File: config.mk
export PLATFORM = sky130hd
export DESIGN_NAME = hla_rho
export DESIGN_NICKNAME = d
export VERILOG_FILES = /design/src/rtl/core/hough_line_accumulator_top_assert.svh /design/src/rtl/core/hla_pkg.sv /design/src/rtl/core/hla_rho.sv
export SDC_FILE = /design/constraint.sdc
export NUM_CORES = 1
export LEC_CHECK = 0
export ABC_AREA = 1
export BUFFER_PORTS_ARGS = -buffer_cell sky130_fd_sc_hd__clkbuf_2
export CELL_PAD_IN_SITES_DETAIL_PLACEMENT = 2
export CELL_PAD_IN_SITES_GLOBAL_PLACEMENT = 2
export CORE_MARGIN = 10
export CORE_UTILIZATION = 41
export CTS_CLUSTER_SIZE = 30
export DETAILED_ROUTE_END_ITERATION = 10
export GPL_TIMING_DRIVEN = 0
export PLACE_DENSITY = 0.95
export SYNTH_ARGS = -nofsm -noshare
export SYNTH_HDL_FRONTEND = slang
export SYNTH_SLANG_ARGS = --single-unit
File: constraint.sdc
create_clock -name clk -period 22.8 [get_ports clk]
set_input_delay 1.14 -clock clk [delete_from_list [all_inputs] [get_ports clk]]
set_output_delay 1.14 -clock clk [all_outputs]
set_load 0.03 [all_outputs]
File: src/rtl/core/hough_line_accumulator_top_assert.svh
// Assertion macros for the Hough line accumulator.
`ifndef HOUGH_LINE_ACCUMULATOR_TOP_ASSERT_SVH
`define HOUGH_LINE_ACCUMULATOR_TOP_ASSERT_SVH
`ifndef SYNTH
`define HLA_ASSERT_IMP(lbl, ante, cons) \
  lbl: assert property (@(posedge clk) disable iff (!rst_n) (ante) |-> (cons)) \
    else $error("hla check failed");
`define HLA_ASSERT_NXT(lbl, ante, cons) \
  lbl: assert property (@(posedge clk) disable iff (!rst_n) (ante) |=> (cons)) \
    else $error("hla check failed");
`else
`define HLA_ASSERT_IMP(lbl, ante, cons)
`define HLA_ASSERT_NXT(lbl, ante, cons)
`endif
`endif

File: src/rtl/core/hla_pkg.sv
// Shared types, constants and trig table for the Hough line accumulator.
`default_nettype none
package hla_pkg;

  localparam int MAX_DIM        = 512;
  localparam int RHO_BINS       = 2048;
  localparam int THETA_BINS     = 180;
  localparam int COUNT_BITS     = 16;
  localparam int TRIG_FRAC_BITS = 14;

  localparam int ROW_W = 12;  // covers the largest rho row count
  localparam int ANG_W = 9;   // covers the largest angle count

  localparam logic [1:0] REQ_VOTE  = 2'd0;
  localparam logic [1:0] REQ_READ  = 2'd1;
  localparam logic [1:0] REQ_CLEAR = 2'd2;

  localparam logic [1:0] CFG_WIDTH  = 2'd0;
  localparam logic [1:0] CFG_HEIGHT = 2'd1;
  localparam logic [1:0] CFG_THRESH = 2'd2;
  localparam logic [1:0] CFG_OFFSET = 2'd3;

  typedef enum logic [2:0] {
    ST_CLEAR,
    ST_IDLE,
    ST_VOTE,
    ST_DRAIN,
    ST_READ,
    ST_RESP
  } hla_state_t;

  // Result of the rho stage for one angle.
  typedef struct packed {
    logic             busy;
    logic             vld;
    logic [ROW_W-1:0] row;
    logic [ANG_W-1:0] ang;
  } hla_rho_st_t;

  localparam logic [14:0] SIN_Q14 [0:90] = '{
    15'd0, 15'd286, 15'd572, 15'd857, 15'd1143, 15'd1428, 15'd1713, 15'd1997,
    15'd2280, 15'd2563, 15'd2845, 15'd3126, 15'd3406, 15'd3686, 15'd3964,
    15'd4240, 15'd4516, 15'd4790, 15'd5063, 15'd5334, 15'd5604, 15'd5872,
    15'd6138, 15'd6402, 15'd6664, 15'd6924, 15'd7182, 15'd7438, 15'd7692,
    15'd7943, 15'd8192, 15'd8438, 15'd8682, 15'd8923, 15'd9162, 15'd9397,
    15'd9630, 15'd9860, 15'd10087, 15'd10311, 15'd10531, 15'd10749, 15'd10963,
    15'd11174, 15'd11381, 15'd11585, 15'd11786, 15'd11982, 15'd12176,
    15'd12365, 15'd12551, 15'd12733, 15'd12911, 15'd13085, 15'd13255,
    15'd13421, 15'd13583, 15'd13741, 15'd13894, 15'd14044, 15'd14189,
    15'd14330, 15'd14466, 15'd14598, 15'd14726, 15'd14849, 15'd14968,
    15'd15082, 15'd15191, 15'd15296, 15'd15396, 15'd15491, 15'd15582,
    15'd15668, 15'd15749, 15'd15826, 15'd15897, 15'd15964, 15'd16026,
    15'd16083, 15'd16135, 15'd16182, 15'd16225, 15'd16262, 15'd16294,
    15'd16322, 15'd16344, 15'd16362, 15'd16374, 15'd16382, 15'd16384
  };

  // Signed Q1.14 sine of deg degrees, deg below 360.
  function automatic logic signed [15:0] hla_sin(input logic [ANG_W-1:0] deg);
    logic [ANG_W-1:0] k;
    logic             neg;
    begin
      neg = 1'b0;
      if (deg <= ANG_W'(90)) begin
        k = deg;
      end else if (deg <= ANG_W'(180)) begin
        k = ANG_W'(180) - deg;
      end else if (deg <= ANG_W'(270)) begin
        k = deg - ANG_W'(180);
        neg = 1'b1;
      end else begin
        k = ANG_W'(360) - deg;
        neg = 1'b1;
      end
      hla_sin = neg ? -$signed({1'b0, SIN_Q14[k[6:0]]}) : $signed({1'b0, SIN_Q14[k[6:0]]});
    end
  endfunction

endpackage
`default_nettype wire

File: src/rtl/core/hla_rho.sv
// Two-stage rho pipeline: trig products, then truncated rho and row check.
`default_nettype none
module hla_rho #(
  parameter int RHO_BINS = hla_pkg::RHO_BINS
) (
  input  wire logic                       clk,
  input  wire logic                       rst_n,
  input  wire logic                       iss,
  input  wire logic [hla_pkg::ANG_W-1:0]  ang,
  input  wire logic signed [10:0]         dx,
  input  wire logic signed [10:0]         dy,
  input  wire logic [9:0]                 ofs,
  output hla_pkg::hla_rho_st_t            st
);
  logic [hla_pkg::ANG_W-1:0] cdeg;
  logic [hla_pkg::ANG_W:0]   csum;
  logic signed [26:0]        pc_r, ps_r;
  logic                      v1_r, v2_r, ok2_r;
  logic [hla_pkg::ANG_W-1:0] a1_r, a2_r;
  logic [hla_pkg::ROW_W-1:0] row2_r;
  logic signed [27:0]        sum;
  logic [27:0]               mag;
  logic [13:0]               q;
  logic signed [15:0]        rho;
  logic signed [16:0]        row;

  always_comb begin
    csum = {1'b0, ang} + (hla_pkg::ANG_W+1)'(90);
    cdeg = (csum >= (hla_pkg::ANG_W+1)'(360)) ?
           hla_pkg::ANG_W'(csum - (hla_pkg::ANG_W+1)'(360)) : csum[hla_pkg::ANG_W-1:0];
  end

  always_ff @(posedge clk) begin
    pc_r <= dx * hla_pkg::hla_sin(cdeg);
    ps_r <= dy * hla_pkg::hla_sin(ang);
    a1_r <= ang;
  end

  // Truncate toward zero, then offset into a row.
  always_comb begin
    sum = 28'(pc_r) + 28'(ps_r);
    mag = sum[27] ? 28'(-sum) : 28'(sum);
    q   = mag[hla_pkg::TRIG_FRAC_BITS +: 14];
    rho = sum[27] ? -$signed({2'b0, q}) : $signed({2'b0, q});
    row = 17'(rho) + $signed({7'b0, ofs});
  end

  always_ff @(posedge clk) begin
    row2_r <= row[hla_pkg::ROW_W-1:0];
    ok2_r  <= !row[16] && (32'(row) < 32'(RHO_BINS));
    a2_r   <= a1_r;
  end

  always_ff @(posedge clk) begin
    if (!rst_n) begin
      v1_r <= 1'b0;
      v2_r <= 1'b0;
    end else begin
      v1_r <= iss;
      v2_r <= v1_r;
    end
  end

  assign st.busy = v1_r || v2_r;
  assign st.vld  = v2_r && ok2_r;
  assign st.row  = row2_r;
  assign st.ang  = a2_r;
endmodule
`default_nettype wire
==> summary.md <==
| Metric | Value |
|---|---|
| Routed wire length | `124,000 um` |
| Avg Cell Area, Syn | `7.04 um^2` |
| Mapped cell area | `22,300 um^2` |
| Die height | `between 200 and 300 um` |
| Routed met3 length | `8240 um` |
| Total CTS buffers | `9` |
| F_max | `69.4 MHz` |
| CP Buf/Inv Count | `12` |
| DR WL met2 | `just under 60,000 um` |
| Core area | `53,800 um^2` |
| CTS H-Tree Depth | `3` |
| PostCTS Resize Cnt | `0` |
| Slew headroom | `21.8%` |
| DR pass1 iterations | `5` |
| Ys Warns | `0` |
| Multi-input logic area | `17,900 um^2` |
| Final net count | `3,800` |
| Leading cell types in the layout, fill and taps excluded | `752 x nand2_1, 598 x inv_1, 326 x fa_1, 306 x nor2_1, 231 x nand3_1` |
| GP Congestion | `0.947` |
| Final std cells w/o fill | `between 3,000 and 4,000` |
| Post-Syn Nets | `3,729` |
| First-pass GRT wire length | `183,000 um` |
| Slew @ Worst Pin | `1170 ps` |
| Share of layout cells above drive strength 1 | `6.34%` |
| Setup TNS | `0 ps` |
| CP startpoint kind | `primary input` |
| FF+latch count, synth | `between 80 and 90` |
| Hold path cells | `0` |
| Place WS | `between 8000 and 9000 ps` |
| Max_cap viols | `0` |
| Setup bufs post-CTS | `0` |
| GRT overflow | `0` |
| Initial antenna violation count | `4` |
| RSZ-0062 raised after global routing | `false` |
| Period utilisation layout | `63.2%` |
| Crit end category | `flip-flop` |
| Crit-path max cell delay | `910 ps` |
| Drt initial violations | `1,837` |
| Register area | `1740 um^2` |
| Setup Viol. Count Final | `0` |
| Die width | `253 um` |
| R2R cell count | `34` |
| Synth unique cells | `56` |
| Hold Path Class | `flip-flop to flip-flop` |
| Clk_lat worst skew | `410 ps` |
| Clock transition at path regs | `80 ps` |
| Most used DFF post-synth | `dfxtp_1` |
| Die area | `64,200 um^2` |
| DR WL/cell | `31.4 um` |
| Seq/Total Area, Yosys | `approximately 8%` |
| Leading cell type in the layout, fill and taps excluded | `nand2_1` |
| CP delay by family, top | `compound AO/OA/AOI/OAI gates` |
| Clk sinks | `87` |
| Arrival time at the worst endpoint | `14,690 ps` |
| Status | `complete, no violations` |
| Residual DRC count | `0` |
| Async SR Flop Fraction | `0%` |
| Post-route ant nets | `0` |
| DP Wirelength | `approximately 100,000 um` |
| Critical Path Fanout Max | `12` |
| Fillers | `roughly 6,500` |
| CTS tree | `yes` |
| Maximum clock path buffer count | `2` |
| Row count | `85` |
| PortBufs | `60` |
| Most used cell along the critical path | `nand2_1` |
| Levels on crit path | `60` |
| Critical path type | `primary input to flip-flop` |
| WHS | `~330 ps` |
| Max Slew Vio Count | `0` |
| CTS Hold Bufs | `0` |
| Starting Density | `41.5%` |
| EDFF count, synth | `0` |
| CTS Root Cell | `clkbuf_16` |
| Ports | `67` |
| Vias per inst | `~6.1` |
| Clock skew | `15.1 ps` |
| Setup ws final | `8380 ps` |
| CP max-delay cell | `o21ai_1` |
| # placed instances | `approximately 3,900` |
| Vias post-DR | `23,900` |
| M1 wire length | `43,000 um` |
| Uppermost layer routed | `met5` |
| Mapped Cells | `3,171` |
| Vias in the first global route | `27,900` |
| Largest net degree at the start of global routing | `17` |
| GRT Resource Usage Total | `38.6%` |
| Final Hold Fails | `0` |
| P&R area growth vs syn | `6.63%` |
| Critical Path RT | `23,080 ps` |
| Tmin final | `14,420 ps` |
[flip-flops by register name, indices dropped and copies added (netlist names)]
register and count:
row2_r 12, pc_r 27, v2_r 1, ps_r 27, a2_r 9, ok2_r 1
a1_r 9, v1_r 1
[worst paths after layout]
check	start	end	slack [ps]
worst max register to register	pc_r[1]$_DFF_P_	ok2_r$_DFF_P_	15390
worst max-delay path	ang[3]	pc_r[26]$_DFF_P_	8380
worst min-delay path	a1_r[8]$_DFF_P_	a2_r[8]$_DFF_P_	330
worst min register to register	a1_r[8]$_DFF_P_	a2_r[8]$_DFF_P_	330
[Yosys cell counts (40+ instances only)]
| library cell | instances | area share (%) |
|---|---|---|
| nand2_1 | 752 | 13 |
| inv_1 | 598 | 10 |
| fa_1 | 326 | 29 |
| nor2_1 | 306 | 5.1 |
| nand3_1 | 231 | 5.2 |
| ha_1 | 188 | 11 |
| a21oi_1 | 150 | 3.4 |
| o21ai_0 | 95 | 2.1 |
| dfxtp_1 | 87 | 7.8 |
| xor2_1 | 73 | 2.9 |
| xnor2_1 | 41 | 1.6 |
| clkbuf_1 | 40 | 0.67 |
[cells by family after synthesis]
family / Yosys count / synth area share [%]
simple gates: 1420 / 27.2
buf+inv: 700 / 12.2
fa+ha+maj: 514 / 39.8
compound gates: 335 / 8.46
xor+xnor: 115 / 4.60
flops: 87 / 7.80
[layer usage]
layer | GRT usage (%) | up-vias
met5 | 0 | -
met4 | 35.4 | 2
met3 | 9.09 | 678
met2 | 65.4 | 1275
met1 | 39.1 | 12000
li1 | - | 9914
[final cells by class]
| type | count | share of cell area (%) |
|---|---|---|
| diodes | 1 | 0.0105 |
| plain buffers | 81 | 1.65 |
| clock buffers | 10 | 0.962 |
| clock inverters | 6 | 0.321 |
| inverters | 619 | 9.77 |
| multi-input cells | 2384 | 75.1 |
| flip-flops and latches | 87 | 7.32 |
| well taps | 696 | 3.66 |
| repair buffers | 60 | 1.26 |
[per-stage QoR]
step | area (um^2) | utilization [%]
5_1_grt | 23800 | 44.2
2_1_floorplan | 22300 | -
3_3_place_gp | 23500 | 43.7
6_report | 23800 | 44.2
3_5_place_dp | 23500 | 43.7
4_1_cts | 23800 | 44.2
Power is left out: the tool's default activity adds up to more than one toggle a clock period on the data nets, which glitch-free logic cannot reach.
